**config.mk**
```make
export PLATFORM = sky130hd
export DESIGN_NAME = phase_current_offset_calibration
export DESIGN_NICKNAME = d
export VERILOG_FILES = /design/src/hw/rtl/pcoc_pkg.sv /design/src/hw/rtl/pcoc_calib.sv /design/src/hw/rtl/pcoc_measure.sv /design/src/hw/rtl/phase_current_offset_calibration.sv
export SDC_FILE = /design/constraint.sdc
export NUM_CORES = 1
export LEC_CHECK = 0
export BUFFER_PORTS_ARGS = -buffer_cell sky130_fd_sc_hd__buf_2
export CORE_UTILIZATION = 55
export CTS_CLUSTER_DIAMETER = 50
export DETAILED_ROUTE_END_ITERATION = 16
export GPL_TIMING_DRIVEN = 0
export HOLD_SLACK_MARGIN = 0.05
export PLACE_DENSITY = 0.74
export SETUP_SLACK_MARGIN = 0.1
export SLEW_MARGIN = 20
export SYNTH_ARGS = -nofsm -noshare
export SYNTH_HDL_FRONTEND = slang
export SYNTH_SLANG_ARGS = --single-unit
```
**constraint.sdc**
```tcl
create_clock -name clk -period 12.1 [get_ports clk]
set_input_delay 1.21 -clock clk [delete_from_list [all_inputs] [get_ports clk]]
set_output_delay 1.21 -clock clk [all_outputs]
set_load 0.01 [all_outputs]
```
**src/hw/rtl/pcoc_pkg.sv**
```systemverilog
// ----------------------------------------------------------------------------
// pcoc_pkg
// Shared types and constants for the phase current offset calibration block.
// ----------------------------------------------------------------------------
package pcoc_pkg;

  // Raw converter reading width and result widths.
  localparam int RAW_W = 16;
  localparam int CUR_W = 16;
  localparam int CURC_W = 17;

  // Calibration run length. The mean is a right shift, so the run is a power of two.
  localparam int NUM_SAMPLES_LOG2 = 4;
  localparam int NUM_SAMPLES = 1 << NUM_SAMPLES_LOG2;
  localparam int SUM_W = RAW_W + NUM_SAMPLES_LOG2;
  localparam int CNT_W = NUM_SAMPLES_LOG2 + 1;

  // Symmetric saturation limit of one phase difference.
  localparam int CUR_LIMIT = 32767;

  // Stream widths.
  localparam int MODE_W = 2;
  localparam int IN_DATA_W = 2 * RAW_W;
  localparam int OUT_FIELDS_W = 2 * CUR_W + CURC_W + 1;
  localparam int OUT_DATA_W = ((OUT_FIELDS_W + 7) / 8) * 8;

  // Item kinds carried in the input tuser.
  typedef enum logic [MODE_W-1:0] {
    MODE_RESTART = 2'd0,
    MODE_CAL     = 2'd1,
    MODE_MEAS    = 2'd2
  } mode_t;

  // Calibration state seen by the rest of the block.
  typedef struct packed {
    logic [RAW_W-1:0] offset_a;
    logic [RAW_W-1:0] offset_b;
    logic             done;
    logic             done_next;
    logic [CNT_W-1:0] count;
  } calib_status_t;

  // One result word.
  typedef struct packed {
    logic signed [CURC_W-1:0] current_c;
    logic signed [CUR_W-1:0]  current_b;
    logic signed [CUR_W-1:0]  current_a;
  } currents_t;

endpackage

```
**src/hw/rtl/pcoc_calib.sv**
```systemverilog
// ----------------------------------------------------------------------------
// pcoc_calib
// Offset accumulator: sums a run of calibration samples and stores the means.
// ----------------------------------------------------------------------------
module pcoc_calib (
  input  logic                       clk,
  input  logic                       rst,
  input  logic                       fire,
  input  pcoc_pkg::mode_t            mode,
  input  logic [pcoc_pkg::RAW_W-1:0] raw_a,
  input  logic [pcoc_pkg::RAW_W-1:0] raw_b,
  output pcoc_pkg::calib_status_t    status
);
  import pcoc_pkg::*;

  logic [SUM_W-1:0] sum_a;
  logic [SUM_W-1:0] sum_b;
  logic [CNT_W-1:0] count;
  logic [RAW_W-1:0] offset_a;
  logic [RAW_W-1:0] offset_b;
  logic             done;

  logic [SUM_W-1:0] sum_a_next;
  logic [SUM_W-1:0] sum_b_next;
  logic             full;
  logic             take;
  logic             last;

  // A sample is taken only while the run is not yet complete.
  assign full = (count == CNT_W'(NUM_SAMPLES));
  assign take = (mode == MODE_CAL) && !full;
  assign last = take && (count == CNT_W'(NUM_SAMPLES - 1));
  assign sum_a_next = sum_a + SUM_W'(raw_a);
  assign sum_b_next = sum_b + SUM_W'(raw_b);

  // Sums, count, offsets and the done flag.
  always_ff @(posedge clk) begin
    if (rst) begin
      sum_a    <= '0;
      sum_b    <= '0;
      count    <= '0;
      offset_a <= '0;
      offset_b <= '0;
      done     <= 1'b0;
    end else if (fire) begin
      if (mode == MODE_RESTART) begin
        sum_a <= '0;
        sum_b <= '0;
        count <= '0;
      end else if (take) begin
        sum_a <= sum_a_next;
        sum_b <= sum_b_next;
        count <= count + CNT_W'(1);
        if (last) begin
          // Truncated mean of the run is the top bits of the sum.
          offset_a <= sum_a_next[SUM_W-1:NUM_SAMPLES_LOG2];
          offset_b <= sum_b_next[SUM_W-1:NUM_SAMPLES_LOG2];
          done     <= 1'b1;
        end
      end
    end
  end

  assign status.offset_a  = offset_a;
  assign status.offset_b  = offset_b;
  assign status.done      = done;
  assign status.done_next = done | last;
  assign status.count     = count;

endmodule

```
**src/hw/rtl/pcoc_measure.sv**
```systemverilog
// ----------------------------------------------------------------------------
// pcoc_measure
// Offset removal, symmetric saturation, sign inversion and phase C.
// ----------------------------------------------------------------------------
module pcoc_measure (
  input  logic                       enable,
  input  logic [pcoc_pkg::RAW_W-1:0] raw_a,
  input  logic [pcoc_pkg::RAW_W-1:0] raw_b,
  input  logic [pcoc_pkg::RAW_W-1:0] offset_a,
  input  logic [pcoc_pkg::RAW_W-1:0] offset_b,
  output pcoc_pkg::currents_t        currents
);
  import pcoc_pkg::*;

  localparam int DIFF_W = RAW_W + 1;

  // Subtract, clamp to the symmetric limit and negate.
  function automatic logic signed [CUR_W-1:0] phase_current(
    input logic [RAW_W-1:0] raw,
    input logic [RAW_W-1:0] offset
  );
    logic signed [DIFF_W-1:0] diff;
    logic signed [DIFF_W-1:0] sat;
    diff = $signed({1'b0, raw}) - $signed({1'b0, offset});
    if (diff > $signed(DIFF_W'(CUR_LIMIT))) begin
      sat = $signed(DIFF_W'(CUR_LIMIT));
    end else if (diff < -$signed(DIFF_W'(CUR_LIMIT))) begin
      sat = -$signed(DIFF_W'(CUR_LIMIT));
    end else begin
      sat = diff;
    end
    return CUR_W'(-sat);
  endfunction

  logic signed [CUR_W-1:0] cur_a;
  logic signed [CUR_W-1:0] cur_b;

  assign cur_a = phase_current(raw_a, offset_a);
  assign cur_b = phase_current(raw_b, offset_b);

  // Only measurement words carry currents; all others read as zero.
  always_comb begin
    if (enable) begin
      currents.current_a = cur_a;
      currents.current_b = cur_b;
      currents.current_c = -(CURC_W'(cur_a)) - CURC_W'(cur_b);
    end else begin
      currents = '0;
    end
  end

endmodule

```
**src/hw/rtl/phase_current_offset_calibration.sv**
```systemverilog
// ----------------------------------------------------------------------------
// phase_current_offset_calibration
// Two-phase current sensing with converter offset calibration.
// ----------------------------------------------------------------------------
//  Channel | Direction | Handshake          | Payload
//  s_*     | in        | s_tvalid, s_tready | tuser: mode; tdata: raw_a, raw_b
//  m_*     | out       | m_tvalid, m_tready | tdata: current_a, current_b,
//          |           |                    |        current_c, calibrated
//
//  One word per cycle sustained while m_tready is high; each word passes
//  through the input register, then the result register.
//  Synchronous reset clears sums, count, offsets and the done flag.
//  A stalled output holds its word; the input register keeps accepting
//  as long as its word can move into the result register.
// ----------------------------------------------------------------------------
module phase_current_offset_calibration (
  input  logic                            clk,
  input  logic                            rst,
  // Input stream.
  input  logic                            s_tvalid,
  output logic                            s_tready,
  input  logic [31:0]                     s_tdata,   // raw_a[15:0], raw_b[31:16]
  input  logic [pcoc_pkg::MODE_W-1:0]     s_tuser,   // mode[1:0]
  // Output stream.
  output logic                            m_tvalid,
  input  logic                            m_tready,
  output logic [pcoc_pkg::OUT_DATA_W-1:0] m_tdata    // current_a[15:0],
                                                     // current_b[31:16],
                                                     // current_c[48:32],
                                                     // calibrated[49], zeros
);
  import pcoc_pkg::*;

  // Input register.
  logic             in_valid;
  mode_t            in_mode;
  logic [RAW_W-1:0] in_raw_a;
  logic [RAW_W-1:0] in_raw_b;

  // Result register.
  logic             out_valid;
  currents_t        out_cur;
  logic             out_cal;

  logic             advance;
  logic             s_fire;
  calib_status_t    calib_st;
  currents_t        cur;

  assign advance  = in_valid && (!out_valid || m_tready);
  assign s_tready = !in_valid || advance;
  assign s_fire   = s_tvalid && s_tready;

  // Capture the incoming word.
  always_ff @(posedge clk) begin
    if (rst) begin
      in_valid <= 1'b0;
    end else if (s_tready) begin
      in_valid <= s_tvalid;
    end
  end

  always_ff @(posedge clk) begin
    if (s_fire) begin
      in_mode  <= mode_t'(s_tuser);
      in_raw_a <= s_tdata[RAW_W-1:0];
      in_raw_b <= s_tdata[2*RAW_W-1:RAW_W];
    end
  end

  pcoc_calib u_calib (
    .clk    (clk),
    .rst    (rst),
    .fire   (advance),
    .mode   (in_mode),
    .raw_a  (in_raw_a),
    .raw_b  (in_raw_b),
    .status (calib_st)
  );

  pcoc_measure u_measure (
    .enable   (in_mode == MODE_MEAS),
    .raw_a    (in_raw_a),
    .raw_b    (in_raw_b),
    .offset_a (calib_st.offset_a),
    .offset_b (calib_st.offset_b),
    .currents (cur)
  );

  // Result register control.
  always_ff @(posedge clk) begin
    if (rst) begin
      out_valid <= 1'b0;
    end else if (advance) begin
      out_valid <= 1'b1;
    end else if (m_tready) begin
      out_valid <= 1'b0;
    end
  end

  always_ff @(posedge clk) begin
    if (advance) begin
      out_cur <= cur;
      out_cal <= calib_st.done_next;
    end
  end

  assign m_tvalid = out_valid;
  assign m_tdata  = {(OUT_DATA_W - OUT_FIELDS_W)'(0), out_cal, out_cur};

`ifndef SYNTHESIS
  // The run count never goes past the run length.
  a_count_bound: assert property (@(posedge clk) disable iff (rst)
    calib_st.count <= CNT_W'(NUM_SAMPLES))
    else $error("calibration count exceeds run length");

  // Once calibrated, only reset clears the flag.
  a_done_sticky: assert property (@(posedge clk) disable iff (rst)
    calib_st.done |=> calib_st.done)
    else $error("calibration done flag dropped");

  // Phase C is always minus the sum of the other two phases.
  a_phase_c: assert property (@(posedge clk) disable iff (rst)
    out_valid |-> (out_cur.current_c ==
                   -(CURC_W'(out_cur.current_a)) - CURC_W'(out_cur.current_b)))
    else $error("phase C mismatch");

  // A word blocked in the input register stays there.
  a_in_hold: assert property (@(posedge clk) disable iff (rst)
    in_valid && !advance |=> in_valid)
    else $error("input word lost while blocked");
`endif

endmodule
```
After elaboration in Yosys (flattened, before gate mapping)

Cells that the tools add are included.

Add/subtract/negate cells: 9
Multiplexer cells: 12
Magnitude comparators: 4
Reduce and logical (&&, ||, !) cells: 14
Eq/ne operators: 4
Bitwise logic cells: 2

Operators with widths:

| kind                   | count |
|---|---|
| $mux W20               | 4 |
| $mux W16               | 4 |
| $add A20 B16 Y20       | 2 |
| $gt A17 B16 Y1 const B | 2 |
| $lt A17 B16 Y1 const B | 2 |
| $sub A16 B16 Y17       | 2 |
| $neg A16 Y16           | 2 |
| $neg A16 Y17           | 1 |
| $sub A17 B16 Y17       | 1 |
| $mux W5                | 2 |
| $add A5 B1 Y5 const B  | 1 |
| $eq A5 B4 Y1 const B   | 1 |
| $eq A5 B5 Y1 const B   | 1 |
| $logic_and A1 B1 Y1    | 4 |
| $reduce_and A4 Y1      | 1 |
| $reduce_bool A2 Y1     | 2 |
| $logic_not A1 Y1       | 3 |
| $eq A2 B1 Y1 const B   | 1 |
| $eq A2 B2 Y1 const B   | 1 |
| $logic_not A2 Y1       | 1 |
| $logic_or A1 B1 Y1     | 2 |
| $mux W1                | 2 |
| $reduce_and A2 Y1      | 1 |
| $not A1 Y1             | 1 |
| $or A1 B1 Y1           | 1 |

Output and inout port bits: 58
Word-level logic and storage cells: 60
Input port bits: 38
Bits in registers: 164

Depth between registers and ports, before layout

Gate-level depths: netlist of run 1.

Depth after elaboration: 7
Mapped depth: 30
Gate-level depth less buffers: 28

Modules after synthesis

A second synthesis of run 1 with hierarchy kept.

Cell total of the unflattened synthesis: 1323
Area total of the unflattened synthesis: 11743.8 um2

By module, submodules not included:

| module                           | instances | area an instance (um2) | seq. area each (um2) | cells each |
|---|---|---|---|---|
| pcoc_calib                       | 1         | 4800.9                 | 1561.5               | 583 |
| pcoc_measure                     | 1         | 4254.1                 | 0.0                  | 637 |
| phase_current_offset_calibration | 1         | 2688.8                 | 2562.5               | 103 |

Worst setup path after synthesis of run 1

Ideal clock, no wire load.

Path kind: flip-flop to flip-flop
From: reg in_raw_b[0]
To: reg out_cur (netlist bit m_tdata[46]), data pin
Clock period less this slack: 6328 ps
Required time: 11834 ps
Stages on the path, launching flop included: 30
Library setup time: 266 ps
Path buffers: 2
Path slack: 5772 ps
Arrival: 6062 ps
Cell sequence: edfxtp_1 -> inv_1 -> ha_1 -> fa_1 -> nor2b_4 -> o2111a_1 -> a211oi_1 -> xnor2_1 -> o311a_1 -> nand3_2 -> o41ai_4 -> and2_1 -> buf_4 -> a21o_1 -> ha_1 -> clkbuf_1 -> inv_1 -> xnor2_1 -> ha_1 -> ha_1 -> a21o_1 -> a21oi_1 -> o21ai_0 -> a211o_1 -> a311oi_1 -> o21ai_0 -> a21oi_1 -> o21ai_0 -> xnor2_1 -> nor2_1

Cells in the longest elaborated chain, start to end: 6
Elaborated cells between the ends (all ways): 7
Those cells by class: add/sub (3); order compare (2); mux (2)

Ends and longest elaborated chain:

| item                   | line                                    | text |
|---|---|---|
| from (decl)            | phase_current_offset_calibration.sv:38  | `logic [RAW_W-1:0] in_raw_b;` |
| from (signal assigned) | phase_current_offset_calibration.sv:67  | `in_raw_b <= s_tdata[2*RAW_W-1:RAW_W];` |
| $sub A16 B16 Y17 (*)   | pcoc_measure.sv:24                      | `diff = $signed({1'b0, raw}) - $signed({1'b0, offset});` |
| $lt A17 B16 Y1         | pcoc_measure.sv:27                      | `end else if (diff < -$signed(DIFF_W'(CUR_LIMIT))) begin` |
| $mux W16               | pcoc_measure.sv:27                      |  |
| $mux W16 (*)           | pcoc_measure.sv:25                      | `if (diff > $signed(DIFF_W'(CUR_LIMIT))) begin` |
| $neg A16 Y16 (*)       | pcoc_measure.sv:32                      | `return CUR_W'(-sat);` |
| $sub A17 B16 Y17 (*)   | pcoc_measure.sv:46                      | `currents.current_c = -(CURC_W'(cur_a)) - CURC_W'(cur_b);` |
| to (signal assigned)   | phase_current_offset_calibration.sv:103 | `out_cur <= cur;` |
| to (decl)              | phase_current_offset_calibration.sv:42  | `currents_t out_cur;` |

Mark *: on every way between the ends. The rest lies on a longest branch, timed or not.
A chain may end at the register's enable or synchronous reset.

Worst setup path after layout of run 1

Ends and elaborated chain as after synthesis.

==> results.json, run 1 <==
{
  "status": "finished clean",
  "timing.rr.start": "in_raw_b[0]",
  "numPortBuffers": 89,
  "hp-start": "u_calib.offset_a[7]",
  "r2r_slack_ps": 4450,
  "synth_area_per_cell_um2": 8.75,
  "cp-end-kind": "flip-flop",
  "ys.flop_type": "edfxtp_1",
  "cts_max_level": 4,
  "hold_class": "flip-flop to flip-flop",
  "diodes": 0,
  "cpMostUsedCell": "ha_1",
  "worst_pin_slew_ps": 723,
  "postSynth.asyncResetShare_pct": 0,
  "ctsLongestPathBuffers": 2,
  "viasPerCell": 5.97,
  "final_util_pct": 63.8,
  "finalWirelength_mm": 30.1,
  "synth_top_area_share_pct": 21.8,
  "drtAntennaViolNets": 0,
  "clk_pin_slew_worst_paths_ps": 60,
  "die_width_um": 147,
  "fmax_ghz": 0.131,
  "ios": 96,
  "ir_drop_v": 0.000110,
  "cp_data_arrival_time_ps": 7810,
  "report.final.slew_viol_count": 0,
  "track_usage_pct": 28.2,
  "timing_hold_violations_final": 0,
  "fp-row-count": 52,
  "holdPathEnd": "u_calib.offset_a[7]",
  "drt_iter0_drc": 874,
  "slew_headroom_pct": 51.3,
  "antenna_found_initial": 0,
  "die-area_um2": 21700,
  "clock-root-buffer": "clkbuf_16",
  "critPathLaunchType": "flip-flop",
  "yosysUniqueCellTypes": 95,
  "cts_setup_buffers": 0,
  "grt_pass1_vias": 9402,
  "worstSetupPathType": "flip-flop to flip-flop",
  "syn-cell-area_um2": 11600,
  "drc": 0,
  "drive_gt1_share_pct": 13.1,
  "setup_tns_ps": 0,
  "cts_buffers": 17,
  "setup_viol": 0,
  "power_density_nw_per_um2": 125,
  "fin_crit_sh_pct": 63.2,
  "hold_depth": 2,
  "drv_cap": 0,
  "yosysTopAreaCell": "edfxtp_1",
  "dpl.hpwl_mm": 23.1,
  "fin_skew_ps": 12.9,
  "seq_area_frac_synth_pct": 35.6,
  "synth_edf_count": 84,
  "start_util_pct": 56.7,
  "cts_tree": "yes",
  "routedWlPerCell_um": 17.5,
  "grt-ovfl-total": 0,
  "netlist_instances": 1324,
  "die_y_um": 147,
  "grt_first_pass_wirelength_mm": 48.1,
  "yosysWarnings": 0,
  "hold_buffers": 0,
  "area_delta_synth_final_pct": 12.5,
  "dr.pass1.iters": 5,
  "nNetsFinal": 1583,
  "synthTopCellsByArea": "edfxtp_1, dfxtp_1, ha_1",
  "fin_crit_ps": 7650,
  "critPathMaxStageDelay_ps": 450,
  "dr_total_vias": 10292,
  "clock_latency_ps": 440,
  "gp_congestion": 0.916,
  "core_region_area_um2": 20400,
  "ys_ff_latch": 164,
  "rsz0062_at_grt": "no",
  "reg2reg_to": "m_tdata[46]",
  "worst_r2r_path_depth": 29,
  "grt_max_degree": 23,
  "cp_max_fo": 10,
  "cts-resized-gates": 0,
  "cp.required_ps": 12260,
  "critPathSlowestCell": "edfxtp_1",
  "cts.sinks": 164,
  "power_leakage_nw": 5.17
}
## synthesized netlist by cell type, types with 5 or more instances
library cell / n
a2111oi_0: 5
a211oi_1: 14
a21o_1: 32
a21oi_1: 125
a22oi_1: 7
a311oi_1: 5
a31oi_1: 23
and2_1: 17
and3_1: 17
buf_1: 5
buf_2: 10
buf_4: 8
clkbuf_1: 43
dfxtp_1: 80
edfxtp_1: 84
fa_1: 5
ha_1: 100
inv_1: 68
nand2_1: 127
nand2b_1: 15
nand3_1: 57
nand4_1: 12
nor2_1: 121
nor2b_1: 16
nor3_1: 28
nor3b_1: 6
o211ai_1: 9
o21a_1: 16
o21ai_0: 42
o21ai_1: 7
o21bai_1: 10
o22ai_1: 5
o31a_1: 6
o31ai_1: 8
or2_2: 14
or3_1: 10
xnor2_1: 47
xor2_1: 25
## worst max-delay path, delay by kind of cell (launching register included)
kind	cells	cell delay, ps
xor+xnor	3	940
compound gates	12	2790
buf+inv	4	830
fa+ha+maj	5	1460
simple gates	5	880
flops	1	450
## registers in the layout (all words and copies together), names as in the netlist
register	flops
m_tdata	49
u_calib.sum_b	20
u_calib.sum_a	20
in_raw_b	16
in_raw_a	16
m_tvalid	1
u_calib.offset_a	16
u_calib.offset_b	16
in_valid	1
out_cal	1
u_calib.done	1
in_mode	2
u_calib.count	5
## stage by stage
stage          setup WS (ps)  power [mW]  cell area, µm²  hold WS [ps]  std cells
2_1_floorplan           5770       0.975           11600           432       1329
3_3_place_gp            4730        1.09           12400           442       1688
3_5_place_dp            4730        1.09           12500           448       1691
4_1_cts                 4600        1.62           13000           457       1723
5_1_grt                 3820        1.70           13000           476       1723
6_report                4450        1.62           13000           457       1723
## routing by layer
layer	part of all wire, %	global-route usage [%]	vias up
met2	45	45.2	409
met1	46	38.6	4781
li1	-	-	5049
met3	6.7	3.82	53
met5	0	0	-
met4	2.9	10.5	0
## area by class of cell
| type | instances | area, µm² |
|---|---|---|
| buffer | 67 | 302 |
| clock buffer | 22 | 465 |
| clock inverter | 10 | 96.3 |
| fill | 1795 | 7400 |
| inverter | 68 | 255 |
| multi-input combinational | 1030 | 6930 |
| sequential | 164 | 4120 |
| tap | 270 | 338 |
| timing repair buffer | 92 | 515 |
## layout by cell type (no fill, tap or decap), types with 32 or more instances in the layout
master / netlist / layout
a21o_1: 32 / 32
a21oi_1: 125 / 125
buf_2: 10 / 99
clkbuf_1: 43 / 47
dfxtp_1: 80 / 80
edfxtp_1: 84 / 84
ha_1: 100 / 100
inv_1: 68 / 68
nand2_1: 127 / 127
nand3_1: 57 / 57
nor2_1: 121 / 121
o21ai_0: 42 / 42
xnor2_1: 47 / 47
## worst max path at each step
| stage | cells after the start | startpoint | endpoint |
|---|---|---|---|
| 6_report | 29 | in_raw_b[0] | m_tdata[46] |
| 5_1_grt | 28 | in_raw_b[0] | m_tdata[46] |
| 4_1_cts | 29 | in_raw_b[0] | m_tdata[46] |
| 3_5_place_dp | 29 | in_raw_b[0] | m_tdata[46] |
| 3_3_place_gp | 29 | in_raw_b[0] | m_tdata[46] |
| 2_1_floorplan | 29 | in_raw_b[0] | m_tdata[46] |
## kinds of logic after synthesis
| group | share of synthesized area [%] |
|---|---|
| AOI/OAI and AO/OA | 22.2 |
| xor gates and xnor gates | 5.58 |
| adders and majority gates | 11.9 |
| buffers and inverters | 4.81 |
| DFF | 35.6 |
| muxes | 0.551 |
| other | 0.0324 |
| and+or+nand+nor | 19.3 |
## report_power, final
part / total [mW] / internal [mW] / leakage [nW] / switching [mW]
Sequential: 0.627 / 0.614 / 1.45 / 0.0131
Clock: 0.531 / 0.297 / 0.279 / 0.233
Combinational: 0.467 / 0.186 / 3.44 / 0.281
(Power assumes the default switching activity.)
==> inputs of run 2 (changes only) <==
==> constraint.sdc (replaced) <==
create_clock -name clk -period 7.8 [get_ports clk]
set_input_delay 0.78 -clock clk [delete_from_list [all_inputs] [get_ports clk]]
set_output_delay 0.78 -clock clk [all_outputs]
set_load 0.01 [all_outputs]
==> results.json, run 2 (same netlist as run 1, synthesis figures left out) <==
{
  "hold_ws_ps": 457,
  "cp_max_fo": 10,
  "wl_met2_mm": 13.5,
  "clockPowerShare_pct": 32.5,
  "grt-ovfl-total": 0,
  "worstSetupPathType": "flip-flop to flip-flop",
  "core_region_area_um2": 20400,
  "drc": 0,
  "die-area_um2": 21700,
  "die_y_um": 147,
  "numPortBuffers": 89,
  "report.final.slew_viol_count": 0,
  "gp_congestion": 0.916,
  "fillerInstances": 1779,
  "fp-row-count": 52,
  "timing_hold_violations_final": 0,
  "dpl.hpwl_mm": 23.1,
  "cts.sinks": 164,
  "share_comb_of_total_power_pct": 29.1,
  "area_delta_synth_final_pct": 13.0,
  "ctsLongestPathBuffers": 2,
  "wl_met3_mm": 2.21,
  "drv_cap": 0,
  "final_cell_count_no_fill": 1726,
  "dr.pass1.iters": 5,
  "clock_latency_ps": 440,
  "ir_drop_v": 0.000170,
  "status": "finished clean",
  "setup_tns_ps": 0,
  "highest_layer": "met4",
  "setup_viol": 0,
  "antenna_found_initial": 0,
  "cp.required_ps": 7960,
  "diodes": 0,
  "largest_reg_flops": 49,
  "slew_headroom_pct": 46.8,
  "fmax_ghz": 0.138,
  "drt_iter0_drc": 851,
  "critPathLaunchType": "flip-flop",
  "placedCellCount": 1691,
  "power_density_nw_per_um2": 193,
  "grt_max_degree": 23,
  "final_common_cell": "nand2_1",
  "grt_pass1_vias": 9402,
  "met1Wirelength_mm": 13.5,
  "track_usage_pct": 28.2,
  "worst_pin_slew_ps": 778,
  "p_seq_share_pct": 38.4,
  "rsz0062_at_grt": "no",
  "hold_buffers": 0,
  "fin_skew_ps": 13.0,
  "cp_data_arrival_time_ps": 7400,
  "nNetsFinal": 1586,
  "cts_buffers": 17,
  "start_util_pct": 56.7,
  "routedWlPerCell_um": 17.4,
  "grt_first_pass_wirelength_mm": 48.1,
  "fin_crit_sh_pct": 92.7,
  "sw_frac_of_total_pct": 32.5,
  "power_leakage_nw": 5.20,
  "drtAntennaViolNets": 0,
  "die_width_um": 147,
  "finalWirelength_mm": 30.1,
  "clock-root-buffer": "clkbuf_16",
  "dr_total_vias": 10310,
  "cts_tree": "yes",
  "viasPerCell": 5.97,
  "cp-end-kind": "flip-flop",
  "drive_gt1_share_pct": 13.7,
  "hold_class": "flip-flop to flip-flop",
  "ios": 96,
  "final_cell_mix": "nand2_1, a21oi_1, nor2_1",
  "internal-power_mw": 1.71,
  "cts_max_level": 4,
  "p_switching_uw": 823,
  "clk_pin_slew_worst_paths_ps": 70,
  "fin_crit_ps": 7230
}
==> run 2: power by group through the flow <==
stage               sequential, mW  combinational, mW  clock (mW)
floorplan                    0.995              0.519           0
CTS                          0.973              0.713       0.827
global route                 0.975              0.810       0.864
detailed placement           0.991              0.706           0
finish                       0.973              0.736       0.823
global placement             0.993              0.692           0
==> run 2: metal layers <==
| metal | up-vias | track usage (%) |
|---|---|---|
| met5 | - | 0 |
| met4 | 0 | 10.5 |
| met3 | 54 | 3.82 |
| met2 | 426 | 45.2 |
| met1 | 4791 | 38.6 |
| li1 | 5039 | - |
==> run 2: cell type report <==
type	count	area, µm²	area share (%)
multi-input cells	1030	6970	53.3
plain buffers	67	303	2.31
inverters	68	255	1.95
well taps	270	338	2.58
flip-flops and latches	164	4120	31.5
repair buffers	95	538	4.11
clock inverters	10	96.3	0.736
clock buffers	22	465	3.56
==> run 2: metrics by stage <==
stage	power (mW)	utilization (%)	worst slack, ps	area [µm²]
finish	2.53	64.1	567	13100
global route	2.65	64.1	120	13100
CTS	2.51	63.8	300	13000
detailed placement	1.70	61.0	426	12500
global placement	1.69	60.6	429	12400
floorplan	1.51	-	1470	11600
==> run 2: worst paths after layout <==
check | end | slack, ps | from | cells after the start
min reg2reg | u_calib.offset_a[7] | 460 | u_calib.offset_a[7] | 2
max | m_tdata[46] | 570 | in_raw_a[0] | 27
min | u_calib.offset_a[7] | 460 | u_calib.offset_a[7] | 2
max reg2reg | m_tdata[46] | 570 | in_raw_a[0] | 27
==> run 2: repair_timing <==
item,CTS,global route
endpoints found under the hold margin,0,0
setup buffers,0,3
resized for setup,0,9
setup endpoints to repair,0,6
==> run 2: worst max-delay path, cell delays in order, from the launching register on <==
cell,delay [ps]
edfxtp_1,390
inv_1,60
ha_1,210
fa_1,410
nand2b_2,210
a21oi_2,240
o311a_4,270
o21a_1,240
a31oi_1,160
buf_2,230
nand2_1,290
o31a_1,370
and3_2,310
ha_1,310
inv_1,220
xnor2_2,340
ha_1,310
ha_1,300
a21o_1,180
a21oi_1,220
o21ai_0,150
a211o_1,350
a311oi_2,280
o21ai_0,130
a21oi_1,250
o21ai_0,220
xnor2_1,240
nor2_1,70
==> inputs of run 3 (changes only) <==
--- a/config.mk
+++ b/config.mk
@@ -6,12 +6,14 @@
 export NUM_CORES = 1
 export LEC_CHECK = 0
 export BUFFER_PORTS_ARGS = -buffer_cell sky130_fd_sc_hd__buf_2
-export CORE_UTILIZATION = 55
+export CELL_PAD_IN_SITES_DETAIL_PLACEMENT = 0
+export CELL_PAD_IN_SITES_GLOBAL_PLACEMENT = 1
+export CORE_UTILIZATION = 47
 export CTS_CLUSTER_DIAMETER = 50
 export DETAILED_ROUTE_END_ITERATION = 16
 export GPL_TIMING_DRIVEN = 0
 export HOLD_SLACK_MARGIN = 0.05
-export PLACE_DENSITY = 0.74
+export PLACE_DENSITY = 0.82
 export SETUP_SLACK_MARGIN = 0.1
 export SLEW_MARGIN = 20
 export SYNTH_ARGS = -nofsm -noshare
==> results.json, run 3 (same netlist as run 1, synthesis figures left out) <==
{
  "status": "finished clean",
  "ir_drop_v": 0.000130,
  "timing_hold_violations_final": 0,
  "drt_iter0_drc": 675,
  "final_util_pct": 54.2,
  "gp_congestion": 0.914,
  "fp-row-count": 57,
  "grt_max_degree": 33,
  "critPathSlowestCell": "xnor2_1",
  "total_power_mw": 2.56,
  "placed_area_um2": 12500,
  "dr.pass1.iters": 5,
  "cp.required_ps": 7960,
  "setup_viol": 0,
  "area_delta_synth_final_pct": 13.5,
  "cp_max_fo": 10,
  "numPortBuffers": 89,
  "drv_cap": 0,
  "grt_pass1_vias": 9214,
  "dr_total_vias": 10038,
  "final_common_cell": "nand2_1",
  "ctsLongestPathBuffers": 2,
  "fin_crit_sh_pct": 93.8,
  "fin_skew_ps": 12.2,
  "routedWlPerCell_um": 17.5,
  "viasPerCell": 5.65,
  "cts_buffers": 17,
  "grt-ovfl-total": 0,
  "cpMostUsedCell": "ha_1",
  "clock-root-buffer": "clkbuf_16",
  "final_area_um2": 13200,
  "start_util_pct": 47.8,
  "critPathLaunchType": "flip-flop",
  "hold_buffers": 0,
  "drive_gt1_share_pct": 13.8,
  "cts_tree": "yes",
  "rsz0062_at_grt": "yes",
  "cp_data_arrival_time_ps": 7480,
  "fin_crit_ps": 7320,
  "cts.sinks": 164,
  "nNetsFinal": 1583,
  "drc": 0,
  "cts_max_level": 4,
  "grt_first_pass_wirelength_mm": 49.9,
  "die_y_um": 159,
  "final_cell_mix": "nand2_1, a21oi_1, nor2_1",
  "largest_reg_flops": 49,
  "worst_pin_slew_ps": 810,
  "antenna_found_initial": 0,
  "core_region_area_um2": 24200,
  "die_width_um": 159,
  "cp-end-kind": "flip-flop",
  "clock_latency_ps": 430,
  "ios": 96,
  "power_density_nw_per_um2": 195,
  "track_usage_pct": 24.8,
  "hold_class": "flip-flop to flip-flop",
  "fmax_ghz": 0.137,
  "clk_pin_slew_worst_paths_ps": 70,
  "setup_tns_ps": 0,
  "report.final.slew_viol_count": 0,
  "critPathMaxStageDelay_ps": 430,
  "power_leakage_nw": 5.20,
  "diodes": 0,
  "drtAntennaViolNets": 0,
  "dpl.hpwl_mm": 24.1,
  "worstSetupPathType": "flip-flop to flip-flop",
  "finalWirelength_mm": 31.1,
  "die-area_um2": 25300,
  "slew_headroom_pct": 45.5
}
## run 3: cell count changes in the layout (fill, tap and decap cells not counted), sizes merged
cell / before / now
clkinv: 5 / 2
clkbuf: 65 / 62
buf: 119 / 116
inv: 72 / 77
clkinvlp: 0 / 1
## run 3: critical path: cells and delay by family (launching register included)
kind                     cells  cell delay, ps
AO/OA/AOI/OAI               13            3130
adder cells (fa/ha/maj)      5            1550
AND/OR/NAND/NOR              4             860
XOR/XNOR                     2             650
buffers and inverters        3             480
flip-flops                   1             370
## run 3: metal layers
metal  GRT usage [%]  up-vias  routed length (µm)
li1                -     5031                   -
met2            40.1      306               14200
met5               0        -                   0
met1            34.9     4667               14700
met4            8.17        0                 705
met3            2.53       34                1540
## run 3: path summary, 6_finish.rpt
check                      start             endpoint  slack [ps]  cells past startpoint
min reg2reg  u_calib.offset_a[8]  u_calib.offset_a[8]         460                      2
max reg2reg          in_raw_a[0]          m_tdata[46]         480                     27
max                  in_raw_a[0]          m_tdata[46]         480                     27
min          u_calib.offset_a[8]  u_calib.offset_a[8]         460                      2
## run 3: report_power, final
part	switching, mW	internal, mW	leakage [nW]
logic	0.439	0.291	3.45
registers	0.0204	0.952	1.45
clock network	0.383	0.477	0.295
## run 3: area by class of cell
type	count	area (µm²)
inverters	68	255
repair buffers	92	500
fillers	2280	11100
clock buffers	19	464
flip-flops and latches	164	4120
plain buffers	67	303
multi-input cells	1030	6970
clock inverters	13	130
well taps	324	405
## run 3: through the flow
step                cells  setup slack [ps]  hold WS (ps)
finish               1777               483           459
global route         1777              62.4           471
CTS                  1776               132           458
detailed placement   1744               198           448
global placement     1742               247           443
floorplan            1329              1470           432
## run 3: what timing repair did
| action | CTS | global route |
|---|---|---|
| setup endpoints to repair | 0 | 6 |
| gates resized for setup | 0 | 9 |
| buffers inserted | 0 | 1 |
